`src/hw/rtl/hba_pkg.sv`:
```
// shared types and constants for the heap block allocator
`default_nettype none
package hba_pkg;

  // widths cover the full parameter ranges of the block
  localparam int DATA_W = 25;
  localparam int IDX_W  = 10;
  localparam int OFF_W  = 20;
  localparam int REQ_W  = 21;

  localparam logic [1:0] STAT_OK     = 2'd0;
  localparam logic [1:0] STAT_NOFIT  = 2'd1;
  localparam logic [1:0] STAT_ZERO   = 2'd2;
  localparam logic [1:0] STAT_REJECT = 2'd3;

  localparam logic [1:0] POL_BEST  = 2'd0;
  localparam logic [1:0] POL_FIRST = 2'd1;
  localparam logic [1:0] POL_WORST = 2'd2;

  localparam logic CFG_POLICY = 1'b0;
  localparam logic CFG_REGION = 1'b1;

  localparam logic MODE_ALLOC = 1'b0;

  typedef enum logic [3:0] {
    OP_HOLD,
    OP_INIT,
    OP_SPLIT,
    OP_MARK,
    OP_CLEAR,
    OP_CHK_NEXT,
    OP_CHK_PREV,
    OP_MRG_NEXT,
    OP_MRG_PREV
  } cell_op_e;

  typedef enum logic [3:0] {
    ST_IDLE,
    ST_SCAN,
    ST_ALLOC,
    ST_CLEAR,
    ST_CHK_NEXT,
    ST_MRG_NEXT,
    ST_CHK_PREV,
    ST_MRG_PREV,
    ST_DONE
  } state_e;

  typedef struct packed {
    logic [DATA_W-1:0] start;
    logic [DATA_W-1:0] size;
    logic              busy;
  } entry_t;

  typedef struct packed {
    logic              found;
    logic [IDX_W-1:0]  idx;
    logic [DATA_W-1:0] rem;
    logic [DATA_W-1:0] start;
  } carry_t;

  typedef struct packed {
    cell_op_e          op;
    logic              mode;
    logic [1:0]        policy;
    logic [IDX_W-1:0]  pick;
    logic [IDX_W:0]    count;
    logic [DATA_W-1:0] need;
    logic [DATA_W-1:0] rem;
    logic [OFF_W-1:0]  foff;
    logic [DATA_W-1:0] init_size;
  } cell_ctrl_t;

endpackage
`default_nettype wire

```
`src/hw/rtl/hba_cell.sv`:
```
// one table entry with its slice of the search chain
`default_nettype none
module hba_cell #(
  parameter int IDX          = 0,
  parameter int HEADER_BYTES = 8,
  parameter int RESET_SIZE   = 0
) (
  input  wire                  clk_i,
  input  wire                  rst_ni,
  input  hba_pkg::cell_ctrl_t  ctrl_i,
  input  hba_pkg::entry_t      prev_i,
  input  hba_pkg::entry_t      next_i,
  input  hba_pkg::carry_t      carry_i,
  output hba_pkg::entry_t      entry_o,
  output hba_pkg::carry_t      carry_o,
  output logic                 chk_o
);
  import hba_pkg::*;

  localparam logic [IDX_W:0]    ME     = (IDX_W+1)'(IDX);
  localparam logic [IDX_W:0]    ME_P1  = (IDX_W+1)'(IDX + 1);
  localparam logic [DATA_W-1:0] HDR    = DATA_W'(HEADER_BYTES);
  localparam entry_t            RST_ENTRY = '{start: '0, size: DATA_W'(RESET_SIZE),
                                              busy: 1'b0};

  entry_t            entry_q, entry_d;
  carry_t            carry_q, carry_d;
  logic              valid, next_valid, own_ok, take;
  logic [DATA_W-1:0] rem;
  logic [DATA_W-1:0] pay;
  logic [IDX_W:0]    pick_x, pick_p1;

  assign pick_x     = {1'b0, ctrl_i.pick};
  assign pick_p1    = pick_x + 1'b1;
  assign valid      = ME < ctrl_i.count;
  assign next_valid = ME_P1 < ctrl_i.count;
  assign rem        = entry_q.size - ctrl_i.need;
  assign pay        = entry_q.start + HDR;

  // fold this entry into the best-so-far record from the left
  always_comb begin
    if (ctrl_i.mode == MODE_ALLOC) begin
      own_ok = valid && !entry_q.busy && (entry_q.size >= ctrl_i.need);
    end else begin
      own_ok = valid && entry_q.busy && (pay[OFF_W-1:0] == ctrl_i.foff);
    end
    take = own_ok && (!carry_i.found ||
           ((ctrl_i.mode == MODE_ALLOC) &&
            (((ctrl_i.policy == POL_BEST) && (rem < carry_i.rem)) ||
             ((ctrl_i.policy == POL_WORST) && (rem > carry_i.rem)))));
    carry_d = carry_i;
    if (take) begin
      carry_d.found = 1'b1;
      carry_d.idx   = ME[IDX_W-1:0];
      carry_d.rem   = rem;
      carry_d.start = entry_q.start;
    end
  end

  always_comb begin
    entry_d = entry_q;
    unique case (ctrl_i.op)
      OP_INIT: begin
        entry_d = '0;
        if (ME == '0) begin
          entry_d.size = ctrl_i.init_size;
        end
      end
      OP_SPLIT: begin
        if (ME == pick_x) begin
          entry_d.size = ctrl_i.need;
          entry_d.busy = 1'b1;
        end else if (ME == pick_p1) begin
          entry_d.start = prev_i.start + HDR + ctrl_i.need;
          entry_d.size  = ctrl_i.rem - HDR;
          entry_d.busy  = 1'b0;
        end else if (ME > pick_p1) begin
          entry_d = prev_i;
        end
      end
      OP_MARK: begin
        if (ME == pick_x) begin
          entry_d.busy = 1'b1;
        end
      end
      OP_CLEAR: begin
        if (ME == pick_x) begin
          entry_d.busy = 1'b0;
        end
      end
      OP_MRG_NEXT: begin
        if (ME == pick_x) begin
          entry_d.size = entry_q.size + next_i.size + HDR;
        end else if (ME > pick_x) begin
          entry_d = next_i;
        end
      end
      OP_MRG_PREV: begin
        if (ME_P1 == pick_x) begin
          entry_d.size = entry_q.size + next_i.size + HDR;
        end else if (ME >= pick_x) begin
          entry_d = next_i;
        end
      end
      default: entry_d = entry_q;
    endcase
  end

  // merge probes: only the picked cell or its left neighbor can answer
  assign chk_o = ((ctrl_i.op == OP_CHK_NEXT) && (ME == pick_x) &&
                  next_valid && !next_i.busy) ||
                 ((ctrl_i.op == OP_CHK_PREV) && (ME_P1 == pick_x) &&
                  valid && !entry_q.busy);

  always_ff @(posedge clk_i or negedge rst_ni) begin
    if (!rst_ni) begin
      entry_q <= RST_ENTRY;
      carry_q <= '0;
    end else begin
      entry_q <= entry_d;
      carry_q <= carry_d;
    end
  end

  assign entry_o = entry_q;
  assign carry_o = carry_q;

endmodule
`default_nettype wire

```
`config.mk`:
```
export PLATFORM = sky130hd
export DESIGN_NAME = hba_cell
export DESIGN_NICKNAME = d
export VERILOG_FILES = /design/src/hw/rtl/hba_pkg.sv /design/src/hw/rtl/hba_cell.sv
export SDC_FILE = /design/constraint.sdc
export NUM_CORES = 1
export LEC_CHECK = 0
export BUFFER_PORTS_ARGS = -buffer_cell sky130_fd_sc_hd__clkbuf_2
export CORE_ASPECT_RATIO = 1.2
export CORE_MARGIN = 2
export CORE_UTILIZATION = 30
export DETAILED_ROUTE_END_ITERATION = 16
export HOLD_SLACK_MARGIN = 0.05
export PLACE_DENSITY = 0.56
export SYNTH_ARGS = -nofsm -noshare
export SYNTH_HDL_FRONTEND = slang
export SYNTH_SLANG_ARGS = --single-unit
```
`constraint.sdc`:
```
create_clock -name clk_i -period 7.2 [get_ports clk_i]
set_input_delay 0 -clock clk_i [delete_from_list [all_inputs] [get_ports clk_i]]
set_output_delay 0 -clock clk_i [all_outputs]
set_load 0.02 [all_outputs]
```
# Word-level counts from Yosys, hierarchy flattened
# Cells that the tools add are included.
# Widths: inputs -> output; s select.
[classes]
multipliers = 0
bitwise = 1
n_lt_le_gt_ge = 8
shift = 0
n_reduce_logical = 28
eq_ne = 22
add_sub_neg = 8
n_mux = 18
n_div = 0
[ops]
columns = ["op", "n"]
rows = [
  ["$mux 51", 4],
  ["$pmux 50 s4", 1],
  ["$mux 25", 5],
  ["$mux 61", 1],
  ["$add 25x25->25", 2],
  ["$add 25x4->25 const B", 2],
  ["$mux 26", 1],
  ["$ge 25x25->1", 1],
  ["$gt 25x25->1", 1],
  ["$lt 25x25->1", 1],
  ["$sub 25x25->25", 1],
  ["$sub 25x4->25 const B", 1],
  ["$logic_not 11->1", 2],
  ["$lt 1x11->1 const A", 2],
  ["$add 20x4->20 const B", 1],
  ["$eq 20x20->1", 1],
  ["$eq 4x3->1 const B", 4],
  ["$logic_and 1x1->1", 14],
  ["$ne 2x2->1 const B", 7],
  ["$add 10x1->11 const B", 1],
  ["$gt 1x11->1 const A", 1],
  ["$eq 1x10->1 const A", 1],
  ["$ge 1x10->1 const A", 1],
  ["$gt 1x10->1 const A", 1],
  ["other kinds (17)", 28],
]
[totals]
latch_bits = 0
output_inout_bits = 113
memories = 0
reg_bits = 112
word_cells = 92
romBits = 0
ram_bits = 0
inputBits = 288

# Longest topological paths before layout
[logic_depth]
word_depth = 8
mapped_depth = 21
depth_no_buf = 20

# Worst setup path after synthesis
# No wires, ideal clock.
[synth_path]
path_kind = "register to register"
from = "register entry_q, in the netlist entry_o[1]"
to = "register carry_q, in the netlist carry_o[41]"
path_stages_with_launch = 22
synth_period_minus_slack_ns = 4.929
setup_time_ns = 0.128
setup_slack_ns = 2.271
n_path_buf = 1
arrival_ns = 4.802
required_time_ns = 7.072
cell_sequence = "dfrtp_1 inv_1 ha_1 inv_1 fa_1 a211oi_1 o21bai_1 a2111oi_0 nor2_1 a21oi_1 or3b_2 nand3_1 ha_1 a211oi_1 nor2_1 or3_1 a2111o_1 a31oi_1 mux2i_1 a22oi_4 buf_6 mux2_1"
[synth_rtl]
columns = ["item", "line", "source"]
rows = [
  ["start: declaration", "hba_cell.sv:26", "entry_t entry_q, entry_d;"],
  ["start signal: assignment", "hba_cell.sv:120", "entry_q <= entry_d;"],
  ["end signal: assignment", "hba_cell.sv:121", "carry_q <= carry_d;"],
  ["end: declaration", "hba_cell.sv:27", "carry_t carry_q, carry_d;"],
]

==> metrics.md <==
| Metric | Value |
|---|---|
| Clock sinks | `112` |
| Clock power share | `about 17%` |
| # setup viols final | `0` |
| Avg Cell Area, Syn | `8.43 µm²` |
| Total routed wirelength | `roughly 49000 µm` |
| Critical Path AT | `between 5 and 6 ns` |
| Worst Setup End Kind | `flip-flop` |
| Cells after Synth | `between 1000 and 1500` |
| Pre-CTS setup slack | `1.58 ns` |
| Post-synth cell types | `77` |
| Leakage | `between 7 and 8 nW` |
| Max-cap viol count | `0` |
| Post-CTS Setup Inserts | `0` |
| Starting Density | `between 30% and 40%` |
| Ys Warns | `0` |
| GRT overflow | `0` |
| GRT Total Usage | `23.5%` |
| Ports | `between 400 and 500` |
| Switching Share | `a little under half` |
| Final Slew Violations | `0` |
| Largest fanout on the critical path | `41` |
| I/O Buffers | `400` |
| Critical path's slowest cell | `buf_4` |
| Met1 GRT Util | `between 30% and 40%` |
| H-tree depth | `3` |
| Post-Syn Area | `0.0118 mm²` |
| Slew of the pin with the lowest slew margin | `1.08 ns` |
| GPL Wtd Cong | `0.929` |
| Hold buffer count at cts | `122` |
| Skew-Pair Late Insertion Delay | `0.39 ns` |
| CTS Buffer Depth | `2` |
| First-pass GRT wire length | `about 74000 µm` |
| Initial antenna violation count | `1` |
| Seq pwr share | `26.0%` |
| DR pass1 iterations | `7` |
| Core footprint | `0.0388 mm²` |
| Leading area contributor after synthesis | `dfrtp_1` |
| Crit start category | `flip-flop` |
| Placed Cells | `2288` |
| Synth area leaders | `dfrtp_1 24%, ha_1 16%, mux2_2 4.8%` |
| Multi-input gate area | `0.00844 mm²` |
| Worst Path Required | `7.47 ns` |
| Die W | `185 µm` |
| Largest net degree at the start of global routing | `82` |
| TNS Setup | `0 ns` |
| GR Util met3 | `3.22%` |
| CTS tree | `built` |
| Largest stage delay on the critical path | `0.46 ns` |
| Post-synth EDFFs | `0` |
| Routed length per instance | `20.1 µm` |
| Die Y-Extent | `222 µm` |
| PostCTS Resize Cnt | `0` |
| Register Area | `0.00280 mm²` |
| HP Class | `primary input to flip-flop` |
| Final hold viol count | `0` |
| Layout cells sized above 1 | `26.4%` |
| VDD IR max | `98.4 µV` |
| DR DRC count | `0` |
| Via density | `5.26` |
| Gr busiest metal | `met2` |
| Status | `completed` |
| Area of the die | `0.0410 mm²` |
| Int Pwr | `1.77 mW` |
| Syn-to-layout area delta | `34.2%` |
| RSZ-0062 raised after global routing | `no` |
| Slew headroom | `28.1%` |
| Filler cell count | `3927` |
| F_max | `175 MHz` |
| Cell row count | `roughly 80` |
| Clock root buffer | `clkbuf_16` |
| Critical path class | `flip-flop to flip-flop` |
| Sequential fraction of the synthesis area | `a little under a quarter` |
| Worst-path clk slew | `0.09 ns` |
| Worst Slack Setup Final | `about 1.5 ns` |
| Clk_skew | `0.0147 ns` |
| Detailed Route Iter0 Violations | `830` |
| # nets final | `2336` |
| Tmin final | `5.71 ns` |
| Synth async-reset ratio | `100%` |
| Dpl hpwl | `between 30000 and 40000 µm` |
| NetSw | `1.46 mW` |
| Critical path cell sequence | `inv_1 > ha_1 > inv_1 > fa_1 > a211oi_1 > o21bai_1 > a2111oi_0 > buf_4 > nor2_1 > a21oi_1 > or3b_2 > nand3_1 > ha_1 > a211oi_1 > nor2_1 > or3_1 > a2111o_1 > a31oi_1 > mux2i_1 > a22oi_4 > buf_4 > mux2_2` |
| DR vias | `12800` |
| Tcrit/Tclk final | `about four fifths` |
| Top-area cell type share of the netlist area | `23.7%` |
| Final std cells w/o fill | `2427` |
| Seq cells post-synth | `112` |
| Antenna viol nets, final | `0` |
| Count leader, synth | `ha_1` |
| Num CTS Buffers | `9` |
| Vias in the first global route | `12700` |
| Most frequent cells after synthesis | `150 x ha_1, 120 x nand2_1, 112 x dfrtp_1` |
| Power share of the combinational group | `57.2%` |
| Synth Net Count | `1845` |
| Power Dens Cells | `a little over 200 mW/mm²` |
| Ys flop type | `dfrtp_1` |
| GR Layer Usage met2 | `39.7%` |
## per-layer routing
layer / vias up / routed length (µm) / part of all wire [%]
met4: 0 / 1750 / 3.6
met5: - / 0 / 0
met2: 440 / 23300 / 48
met3: 73 / 2660 / 5.4
met1: 6018 / 21100 / 43
li1: 6234 / - / -
## sequential cells by signal, summed over array words and instances, names as in the netlist
signal / cells
entry_o: 51
carry_o: 61
## power by group through the flow
stage | clock (mW) | combinational [mW] | sequential (mW)
finish | 0.543 | 1.85 | 0.839
floorplan | 0 | 1.11 | 0.914
detailed placement | 0 | 1.77 | 0.851
global placement | 0 | 1.76 | 0.845
CTS | 0.565 | 1.84 | 0.838
global route | 0.585 | 2.07 | 0.852
## critical path: cells and delay by family, from the launching register on
kind	cells	cell delay [ns]
flip-flops	1	0.43
multiplexers	2	0.54
buffers and inverters	4	0.77
AO/OA/AOI/OAI	8	2.10
adder cells (fa/ha/maj)	3	0.89
AND/OR/NAND/NOR	5	0.82
## metrics by stage
step / util, % / hold slack [ns] / cell area [µm²] / power (mW)
after floorplan: - / -0.296 / 11800 / 2.02
after global placement: 36.9 / -0.0231 / 14400 / 2.60
after detailed placement: 36.9 / -0.0133 / 14400 / 2.62
after CTS: 40.9 / 0.0510 / 15900 / 3.24
after global routing: 40.9 / 0.0760 / 15900 / 3.51
final: 40.9 / 0.0671 / 15900 / 3.23
## area by class of cell
cell class / count / area share, %
Clock inverter: 6 / 0.457
Clock buffer: 10 / 1.44
Inverter: 93 / 2.20
Timing Repair Buffer: 535 / 20.9
Sequential cell: 112 / 17.7
Multi-Input combinational cell: 1144 / 53.2
Tap cell: 526 / 4.15
Antenna cell: 1 / 0.0158
## cells by family (layout without fill, tap and decap cells)
| logic type | after synthesis | after routing | synth area share [%] |
|---|---|---|---|
| compound gates | 416 | 416 | 23.6 |
| fa+ha+maj | 153 | 153 | 16.4 |
| mux | 72 | 72 | 6.65 |
| other cells | 0 | 1 | 0 |
| xor+xnor | 96 | 96 | 7.11 |
| flops | 112 | 112 | 23.7 |
| buf+inv | 148 | 644 | 5.10 |
| simple gates | 407 | 407 | 17.5 |
## cells in the final DEF, fill, tap and decap left out, types with 39 or more instances in the layout
master	instances
ha_1	150
nand2_1	120
xnor2_1	62
dfrtp_1	112
a21oi_1	101
mux2_2	50
o21ai_0	89
nand3_1	39
clkbuf_2	399
nor2_1	79
dlygate4sd3_1	122
inv_1	93
## worst paths after layout
| kind | endpoint | slack (ns) | start | cells after the start |
|---|---|---|---|---|
| setup / recovery | carry_o[12]$_DFF_PN0_ | 1.49 | entry_o[1]$_DFFE_PN0P_ | 22 |
| min in group asynchronous | carry_o[40]$_DFF_PN0_ | 0.12 | rst_ni | 2 |
| setup reg to reg | carry_o[12]$_DFF_PN0_ | 1.49 | entry_o[1]$_DFFE_PN0P_ | 22 |
| hold reg to reg | entry_o[49]$_DFFE_PN0P_ | 0.57 | entry_o[49]$_DFFE_PN0P_ | 2 |
| max in group asynchronous | carry_o[4]$_DFF_PN0_ | 5.62 | rst_ni | 3 |
| hold / removal | entry_o[10]$_DFFE_PN0P_ | 0.07 | ctrl_i[9] | 5 |
Note: power is estimated with default switching activity, not from simulation.
